`config.mk`:
```
export PLATFORM = sky130hd
export DESIGN_NAME = pedal_scale_deadband_ramp_top
export DESIGN_NICKNAME = d
export VERILOG_FILES = /design/src/hdl/psdr_pkg.sv /design/src/hdl/pedal_scale_deadband_ramp_top.sv /design/src/hdl/psdr_ctrl.sv /design/src/hdl/psdr_dp.sv
export SDC_FILE = /design/constraint.sdc
export NUM_CORES = 1
export LEC_CHECK = 0
export BUFFER_PORTS_ARGS = -buffer_cell sky130_fd_sc_hd__buf_2
export CAP_MARGIN = 20
export CORE_MARGIN = 2
export CORE_UTILIZATION = 65
export DETAILED_ROUTE_END_ITERATION = 6
export PLACE_DENSITY_LB_ADDON = 0.2
export RECOVER_POWER = 25
export SYNTH_ARGS = -nofsm -noshare
export SYNTH_HDL_FRONTEND = slang
export SYNTH_SLANG_ARGS = --single-unit
```
`constraint.sdc`:
```
create_clock -name clk -period 16 [get_ports clk]
set_clock_uncertainty 0.15 [all_clocks]
set_input_delay 0.8 -clock clk [delete_from_list [all_inputs] [get_ports clk]]
set_output_delay 0.8 -clock clk [all_outputs]
set_load 0.05 [all_outputs]
```
`src/hdl/psdr_pkg.sv`:
```
// ----------------------------------------------------------------------------
// psdr_pkg: shared types and constants of the pedal scaler
// Widths of the sample, level and message fields, register indexes,
// controller states and the command and status groups between the
// controller and the datapath.
// ----------------------------------------------------------------------------
package psdr_pkg;

	// Field widths
	localparam int SAMPLE_BITS = 10;
	localparam int LEVEL_W     = 5;
	localparam int DB_W        = 8;
	localparam int CTRL_W      = 7;
	localparam int CHAN_W      = 4;
	localparam int CFG_W       = 10;
	localparam int CFG_IDX_W   = 3;

	// Scaled numerator holds (x - lo) * TOP_LEVEL
	localparam int NUM_W = SAMPLE_BITS + LEVEL_W;
	// Counter over the quotient bits of the divider
	localparam int BIT_W = $clog2(LEVEL_W);

	localparam logic [LEVEL_W-1:0] TOP_LEVEL = LEVEL_W'(31);

	// Register indexes
	localparam logic [CFG_IDX_W-1:0] REG_RANGE_LOW  = CFG_IDX_W'(0);
	localparam logic [CFG_IDX_W-1:0] REG_RANGE_HIGH = CFG_IDX_W'(1);
	localparam logic [CFG_IDX_W-1:0] REG_DEADBAND   = CFG_IDX_W'(2);
	localparam logic [CFG_IDX_W-1:0] REG_CONTROLLER = CFG_IDX_W'(3);
	localparam logic [CFG_IDX_W-1:0] REG_CHANNEL    = CFG_IDX_W'(4);

	// Controller states, one-hot
	typedef enum logic [4:0] {
		ST_IDLE   = 5'b00001,
		ST_PREP   = 5'b00010,
		ST_DIV    = 5'b00100,
		ST_DECIDE = 5'b01000,
		ST_EMIT   = 5'b10000
	} state_t;

	// Commands from the controller to the datapath
	typedef struct packed {
		logic load;   // capture the accepted sample
		logic prep;   // clamp, scale and set up the divider
		logic step;   // one divider step
		logic emit;   // load the next message into the output register
	} cmd_t;

	// Status from the datapath to the controller
	typedef struct packed {
		logic div_done;   // the current divider step is the last one
		logic skip;       // nothing to send for this sample
		logic last_msg;   // the next message is the final one
		logic slot_free;  // the output register can take a message
	} sts_t;

endpackage

```
`src/hdl/pedal_scale_deadband_ramp_top.sv`:
```
// ----------------------------------------------------------------------------
// pedal_scale_deadband_ramp_top: pedal sample scaler with deadband and ramp
// Scales raw pedal samples to levels 0..31 and sends controller messages.
// ----------------------------------------------------------------------------
// One sample is taken at a time. After a sample is accepted the block clamps
// and scales it, runs the restoring divider (one quotient bit per cycle) and
// makes the deadband decision; a sample that sends nothing then frees the
// input. Each message then leaves at one per cycle while the output is not
// stalled. The final message may still wait in the output register while the
// next sample is accepted. The first sample after reset sends its level as a
// single message; later samples whose change reaches the deadband send every
// level between the last sent one and the new one.
// ----------------------------------------------------------------------------
module pedal_scale_deadband_ramp_top (
	input  logic                               clk,
	input  logic                               arst_n,
	input  logic                               cfg_wr_en,
	input  logic [psdr_pkg::CFG_IDX_W-1:0]     cfg_index,
	input  logic [psdr_pkg::CFG_W-1:0]         cfg_wdata,
	input  logic                               in_valid,
	output logic                               in_stall,
	input  logic [psdr_pkg::SAMPLE_BITS-1:0]   raw_sample,
	output logic                               out_valid,
	input  logic                               out_stall,
	output logic [psdr_pkg::LEVEL_W-1:0]       level,
	output logic [psdr_pkg::CTRL_W-1:0]        controller,
	output logic [psdr_pkg::CHAN_W-1:0]        channel,
	output logic                               final_step
);

	psdr_pkg::cmd_t cmd;
	psdr_pkg::sts_t sts;

	// Sequencing
	psdr_ctrl u_ctrl (
		.clk      (clk),
		.arst_n   (arst_n),
		.in_valid (in_valid),
		.in_stall (in_stall),
		.sts      (sts),
		.cmd      (cmd)
	);

	// Arithmetic, state and output register
	psdr_dp u_dp (
		.clk        (clk),
		.arst_n     (arst_n),
		.cfg_wr_en  (cfg_wr_en),
		.cfg_index  (cfg_index),
		.cfg_wdata  (cfg_wdata),
		.raw_sample (raw_sample),
		.cmd        (cmd),
		.sts        (sts),
		.out_stall  (out_stall),
		.out_valid  (out_valid),
		.level      (level),
		.controller (controller),
		.channel    (channel),
		.final_step (final_step)
	);

	// An accepted request blocks the input until its work is done.
	a_stall_after_accept: assert property (@(posedge clk) disable iff (!arst_n)
		(in_valid && !in_stall) |=> in_stall)
		else $error("input not stalled after a request was accepted");

	// A taken message that is not final is followed at once by the next one.
	a_ramp_continues: assert property (@(posedge clk) disable iff (!arst_n)
		(out_valid && !out_stall && !final_step) |=> out_valid)
		else $error("ramp message missing after a non-final message");

	// Successive ramp messages move by exactly one level.
	a_ramp_unit_step: assert property (@(posedge clk) disable iff (!arst_n)
		(out_valid && !out_stall && !final_step) |=>
		((level == ($past(level) + 5'd1)) || (level == ($past(level) - 5'd1))))
		else $error("ramp level did not move by one step");

endmodule

```
`src/hdl/psdr_ctrl.sv`:
```
// ----------------------------------------------------------------------------
// psdr_ctrl: sequencing controller of the pedal scaler
// Steps each request through capture, scaling, division, the deadband
// decision and the emission of the message ramp.
// ----------------------------------------------------------------------------
module psdr_ctrl (
	input  logic            clk,
	input  logic            arst_n,
	input  logic            in_valid,
	output logic            in_stall,
	input  psdr_pkg::sts_t  sts,
	output psdr_pkg::cmd_t  cmd
);

	psdr_pkg::state_t state_q, state_nxt;

	// State register
	always_ff @(posedge clk or negedge arst_n) begin
		if (!arst_n) begin
			state_q <= psdr_pkg::ST_IDLE;
		end else begin
			state_q <= state_nxt;
		end
	end

	// A new request is taken only when no sample is in work.
	assign in_stall = (state_q != psdr_pkg::ST_IDLE);

	// Next state and commands
	always_comb begin
		state_nxt = state_q;
		cmd       = '0;
		case (state_q)
			psdr_pkg::ST_IDLE: begin
				if (in_valid) begin
					cmd.load  = 1'b1;
					state_nxt = psdr_pkg::ST_PREP;
				end
			end
			psdr_pkg::ST_PREP: begin
				cmd.prep  = 1'b1;
				state_nxt = psdr_pkg::ST_DIV;
			end
			psdr_pkg::ST_DIV: begin
				cmd.step = 1'b1;
				if (sts.div_done) begin
					state_nxt = psdr_pkg::ST_DECIDE;
				end
			end
			psdr_pkg::ST_DECIDE: begin
				if (sts.skip) begin
					state_nxt = psdr_pkg::ST_IDLE;
				end else if (sts.slot_free) begin
					cmd.emit  = 1'b1;
					state_nxt = sts.last_msg ? psdr_pkg::ST_IDLE : psdr_pkg::ST_EMIT;
				end
			end
			psdr_pkg::ST_EMIT: begin
				if (sts.slot_free) begin
					cmd.emit = 1'b1;
					if (sts.last_msg) begin
						state_nxt = psdr_pkg::ST_IDLE;
					end
				end
			end
			default: begin
				state_nxt = psdr_pkg::ST_IDLE;
			end
		endcase
	end

endmodule

```
`src/hdl/psdr_dp.sv`:
```
// ----------------------------------------------------------------------------
// psdr_dp: datapath of the pedal scaler
// Holds the configuration registers, clamps and scales the sample, divides
// by the window width one quotient bit per cycle, tracks the last sent
// level and drives the output message register.
// ----------------------------------------------------------------------------
module psdr_dp (
	input  logic                                clk,
	input  logic                                arst_n,
	input  logic                                cfg_wr_en,
	input  logic [psdr_pkg::CFG_IDX_W-1:0]      cfg_index,
	input  logic [psdr_pkg::CFG_W-1:0]          cfg_wdata,
	input  logic [psdr_pkg::SAMPLE_BITS-1:0]    raw_sample,
	input  psdr_pkg::cmd_t                      cmd,
	output psdr_pkg::sts_t                      sts,
	input  logic                                out_stall,
	output logic                                out_valid,
	output logic [psdr_pkg::LEVEL_W-1:0]        level,
	output logic [psdr_pkg::CTRL_W-1:0]         controller,
	output logic [psdr_pkg::CHAN_W-1:0]         channel,
	output logic                                final_step
);

	// Configuration registers
	logic [psdr_pkg::SAMPLE_BITS-1:0] range_low_q;
	logic [psdr_pkg::SAMPLE_BITS-1:0] range_high_q;
	logic [psdr_pkg::DB_W-1:0]        deadband_q;
	logic [psdr_pkg::CTRL_W-1:0]      controller_q;
	logic [psdr_pkg::CHAN_W-1:0]      channel_q;

	// Working registers
	logic [psdr_pkg::SAMPLE_BITS-1:0] sample_q;
	logic [psdr_pkg::NUM_W-1:0]       rem_q;
	logic [psdr_pkg::SAMPLE_BITS-1:0] den_q;
	logic [psdr_pkg::LEVEL_W-1:0]     quot_q;
	logic [psdr_pkg::BIT_W-1:0]       bit_q;
	logic [psdr_pkg::LEVEL_W-1:0]     last_level_q;
	logic                             has_sent_q;

	// Output message register
	logic                             out_valid_q;
	logic [psdr_pkg::LEVEL_W-1:0]     level_q;
	logic [psdr_pkg::CTRL_W-1:0]      controller_out_q;
	logic [psdr_pkg::CHAN_W-1:0]      channel_out_q;
	logic                             final_q;

	// Combinational values
	logic                             empty_win;
	logic [psdr_pkg::SAMPLE_BITS-1:0] clamped;
	logic [psdr_pkg::SAMPLE_BITS-1:0] offset;
	logic [psdr_pkg::NUM_W-1:0]       scaled;
	logic [psdr_pkg::NUM_W-1:0]       trial;
	logic                             trial_ge;
	logic [psdr_pkg::LEVEL_W-1:0]     diff;
	logic                             going_up;
	logic [psdr_pkg::LEVEL_W-1:0]     next_level;

	// Configuration writes; an unknown index is ignored.
	always_ff @(posedge clk or negedge arst_n) begin
		if (!arst_n) begin
			range_low_q  <= '0;
			range_high_q <= '1;
			deadband_q   <= psdr_pkg::DB_W'(1);
			controller_q <= psdr_pkg::CTRL_W'(7);
			channel_q    <= '0;
		end else if (cfg_wr_en) begin
			case (cfg_index)
				psdr_pkg::REG_RANGE_LOW:  range_low_q  <= cfg_wdata[psdr_pkg::SAMPLE_BITS-1:0];
				psdr_pkg::REG_RANGE_HIGH: range_high_q <= cfg_wdata[psdr_pkg::SAMPLE_BITS-1:0];
				psdr_pkg::REG_DEADBAND:   deadband_q   <= cfg_wdata[psdr_pkg::DB_W-1:0];
				psdr_pkg::REG_CONTROLLER: controller_q <= cfg_wdata[psdr_pkg::CTRL_W-1:0];
				psdr_pkg::REG_CHANNEL:    channel_q    <= cfg_wdata[psdr_pkg::CHAN_W-1:0];
				default: begin
				end
			endcase
		end
	end

	// Clamp the sample to the window and scale the offset by the top level.
	always_comb begin
		empty_win = (range_high_q <= range_low_q);
		if (sample_q < range_low_q) begin
			clamped = range_low_q;
		end else if (sample_q > range_high_q) begin
			clamped = range_high_q;
		end else begin
			clamped = sample_q;
		end
		offset = clamped - range_low_q;
		scaled = psdr_pkg::NUM_W'(offset) * psdr_pkg::NUM_W'(psdr_pkg::TOP_LEVEL);
	end

	// One restoring divider step: compare against the shifted divisor.
	always_comb begin
		trial    = psdr_pkg::NUM_W'(den_q) << bit_q;
		trial_ge = (rem_q >= trial);
	end

	// Sample capture and division. An empty window divides zero by one.
	always_ff @(posedge clk) begin
		if (cmd.load) begin
			sample_q <= raw_sample;
		end
		if (cmd.prep) begin
			rem_q  <= empty_win ? '0 : scaled;
			den_q  <= empty_win ? psdr_pkg::SAMPLE_BITS'(1) : (range_high_q - range_low_q);
			quot_q <= '0;
			bit_q  <= psdr_pkg::BIT_W'(psdr_pkg::LEVEL_W - 1);
		end else if (cmd.step) begin
			if (trial_ge) begin
				rem_q <= rem_q - trial;
			end
			quot_q <= {quot_q[psdr_pkg::LEVEL_W-2:0], trial_ge};
			bit_q  <= bit_q - psdr_pkg::BIT_W'(1);
		end
	end

	// Deadband decision and the next level of the ramp.
	always_comb begin
		going_up   = (quot_q > last_level_q);
		diff       = going_up ? (quot_q - last_level_q) : (last_level_q - quot_q);
		if (!has_sent_q) begin
			next_level = quot_q;
		end else if (going_up) begin
			next_level = last_level_q + psdr_pkg::LEVEL_W'(1);
		end else begin
			next_level = last_level_q - psdr_pkg::LEVEL_W'(1);
		end
	end

	// Last sent level; it follows every emitted message.
	always_ff @(posedge clk or negedge arst_n) begin
		if (!arst_n) begin
			last_level_q <= '0;
			has_sent_q   <= 1'b0;
		end else if (cmd.emit) begin
			last_level_q <= next_level;
			has_sent_q   <= 1'b1;
		end
	end

	// Output valid: set when a message is emitted, cleared once it is taken.
	always_ff @(posedge clk or negedge arst_n) begin
		if (!arst_n) begin
			out_valid_q <= 1'b0;
		end else if (cmd.emit) begin
			out_valid_q <= 1'b1;
		end else if (!out_stall) begin
			out_valid_q <= 1'b0;
		end
	end

	// Output message payload
	always_ff @(posedge clk) begin
		if (cmd.emit) begin
			level_q          <= next_level;
			controller_out_q <= controller_q;
			channel_out_q    <= channel_q;
			final_q          <= (next_level == quot_q);
		end
	end

	// Status towards the controller
	always_comb begin
		sts.div_done  = (bit_q == '0);
		sts.skip      = has_sent_q &&
		                ((psdr_pkg::DB_W'(diff) < deadband_q) || (diff == '0));
		sts.last_msg  = (next_level == quot_q);
		sts.slot_free = !out_valid_q || !out_stall;
	end

	assign out_valid  = out_valid_q;
	assign level      = level_q;
	assign controller = controller_out_q;
	assign channel    = channel_out_q;
	assign final_step = final_q;

endmodule

```
==> run metrics <==
FF+latch area 0.00302 mm^2; largest net degree at the start of global routing 52; Distinct cells, synth 71; gpl congestion 0.918; Iteration-0 DRC Markers between 400 and 500; CP Data Required Time 15.96 ns; hold path start u_dp.controller_q[4]; Top-Level Pins 47; Arrival @ worst endpoint roughly 7.4 ns; Top FF cell, synth edfxtp_1; vias in the first global route 6649; # hold bufs at CTS 0; first-pass GRT wire length 32000 um; worst-skew pair later-pin latency 0.37 ns; min cycle time layout 7.46 ns; Total Wirelength 19200 um; maxcap violations 1; Initial Utilization 0.673; Vias approximately 6600; most common library cells after synthesis ha_1 (99), inv_1 (84), nand2_1 (63); multiplexer share of the synthesized area 0.0685; DRC Markers 0; clock slew at reported path FFs 0.09 ns; P&R area growth vs syn 8.45%; slowest CP cell xor2_1; Die W 119 um; Yosys Warn Count 0; Seq/Total Area, Yosys 0.352; dpl cell area between 0.008 and 0.009 mm^2; CTS resizes 0; Pre-Repair DR Iteration Count 5; worst r2r src u_dp.range_high_q[5]; nets between 1000 and 1500; Synth Area in XOR/XNOR 0.0619; Max-slew headroom -0.956; R2R cell count 29; Syn Std Cell Area 0.00857 mm^2; synthesized netlist cell count 871; number of antenna violations at the first check in global routing 0; full die area 0.0141 mm^2; Hold Worst Slack 0.300 ns; H-tree levels 3; Hold EP u_dp.controller[4]; reg2reg end u_dp.rem_q[14]; Max Fclk 134 MHz; layout cells sized above 1 0.132; violated checks capacitance limit, slew limit; CTS buffer count 9; critical-path maximum fanout 10; post-detail-place hpwl 14900 um; Synth top area share 0.182; Post-CTS Setup Repair Bufs 0; total grt overflow 0; Root Driver clkbuf_16; number of synthesized flops with an enable pin 52; top-count cell post-synth ha_1; design area 0.00929 mm^2; ANT nets after route 0; Post-Synth Simple-Gate Area 0.120; Synth async-reset ratio 0.459; final period utilization 0.466; Slew @ Worst Pin between 2 and 3 ns; Hold Vio Cnt, Final 0; Mean Syn Cell Area 9.84 um^2; CTS max path bufs 2; flop2flop setup slack 8.54 ns; filler instances 983; CTS tree done; wire length per cell roughly 18 um; GRT Overall Usage 0.282; TNS Setup 0 ns; Crit Path Class reg2reg; final setup fails 0; Pins Over Slew Limit 52; main combinational cell family by area after synthesis adder cells; Hold/Removal Path Class reg2reg; hold depth 0; Synth area leader edfxtp_1; clock sinks between 100 and 150; syn nets 1018; status finished with violations; Setup crit end kind flop; RSZ-0062 raised after global routing false; Die H about 120 um; Rows 41; type of origin of the critical path flop; Crit path top cell by count ha_1; largest cells by area after synthesis edfxtp_1 (18%), ha_1 (14%), dfrtp_1 (11%); Via density approximately 6; area of the multi-input gates about 0.0051 mm^2; slowest stage delay, CP 0.56 ns; Compound-Gate Fraction of Synth Area 0.155; # diodes 0; PortBufs 46; CORE AREA 0.0127 mm^2; post-synthesis adder-cell area fraction 0.195; number of synthesized register bits about 110
==> registers in the layout (all words and copies together) (netlist names) <==
name               flops
u_dp.rem_q            15
u_dp.range_high_q     10
u_dp.bit_q             3
u_dp.controller_q      7
u_dp.channel           4
u_dp.controller        7
u_dp.den_q            10
u_dp.quot_q            5
u_dp.has_sent_q        1
u_dp.deadband_q        8
u_dp.final_step        1
u_dp.out_valid         1
u_dp.range_low_q      10
u_dp.sample_q         10
u_dp.channel_q         4
u_ctrl.state_q         5
u_dp.level             5
u_dp.last_level_q      5
==> metal layers <==
metal	vias up	track usage	wire length, um
met5	-	0	0
met4	0	0.105	504
met3	51	0.0445	762
met2	195	0.485	9500
met1	3126	0.360	8400
li1	3184	-	-
==> metrics by stage <==
| step | setup WS (ns) | cells | utilization |
|---|---|---|---|
| after floorplan | 9.16 | 871 | - |
| after global placement | 8.62 | 1073 | 0.705 |
| after detailed placement | 8.35 | 1073 | 0.705 |
| after CTS | 8.21 | 1089 | 0.730 |
| after global routing | 8.05 | 1091 | 0.730 |
| final | 8.54 | 1091 | 0.730 |
==> cell usage in the layout (no fill, tap or decap), drive strengths merged, types with 7 or more instances in the layout <==
cell	netlist	final
ha	99	99
inv	84	87
nand2	63	63
o21ai	62	62
a21oi	61	61
edfxtp	52	52
buf	4	51
nor2	48	48
dfrtp	36	36
xnor2	35	35
mux2i	26	26
mux2	25	25
a21o	24	24
xor2	23	23
fa	20	20
nand3	15	15
dfstp	15	15
nor3	14	14
nor2b	13	13
nand2b	11	11
clkbuf	16	10
o22ai	8	8
dfxtp	8	8
or3	7	7
o21a	7	7
a31oi	7	7
and2	7	7
==> how the worst max path moves through the flow <==
stage,start,endpoint,slack (ns),depth (start not counted)
after detailed placement,u_dp.range_high_q[5],u_dp.rem_q[14],8.35,26
after global placement,u_dp.range_high_q[5],u_dp.rem_q[14],8.62,26
after CTS,u_dp.range_high_q[5],u_dp.rem_q[14],8.21,31
final,u_dp.range_high_q[5],u_dp.rem_q[14],8.54,29
after global routing,u_dp.range_high_q[6],u_dp.rem_q[14],8.05,32
after floorplan,u_dp.range_high_q[5],u_dp.rem_q[14],9.16,27
==> cell type report <==
cell class	count	area share
Clock buffer	9	0.0242
Inverter	86	0.0347
Clock inverter	7	0.00983
Tap cell	172	0.0232
Timing Repair Buffer	52	0.0292
Sequential cell	111	0.325
Multi-Input combinational cell	654	0.554
==> logic make-up after synthesis <==
kind of cell / count (synthesis)
AO/OA/AOI/OAI: 213
XOR/XNOR: 59
adder cells (fa/ha/maj): 122
buffers and inverters: 106
flip-flops: 111
multiplexers: 52
AND/OR/NAND/NOR: 208
==> worst max-delay path, delay by kind of cell, from the launching register on <==
| family | cells | cell delay (ns) |
|---|---|---|
| AO/OA/AOI/OAI | 11 | 2.16 |
| flip-flops | 1 | 0.55 |
| multiplexers | 1 | 0.27 |
| buffers and inverters | 4 | 0.46 |
| adder cells (fa/ha/maj) | 6 | 2.01 |
| AND/OR/NAND/NOR | 4 | 0.58 |
| XOR/XNOR | 3 | 1.01 |
Power is left out: the tool's default activity adds up to more than one toggle a clock period on the data nets, which glitch-free logic cannot reach.
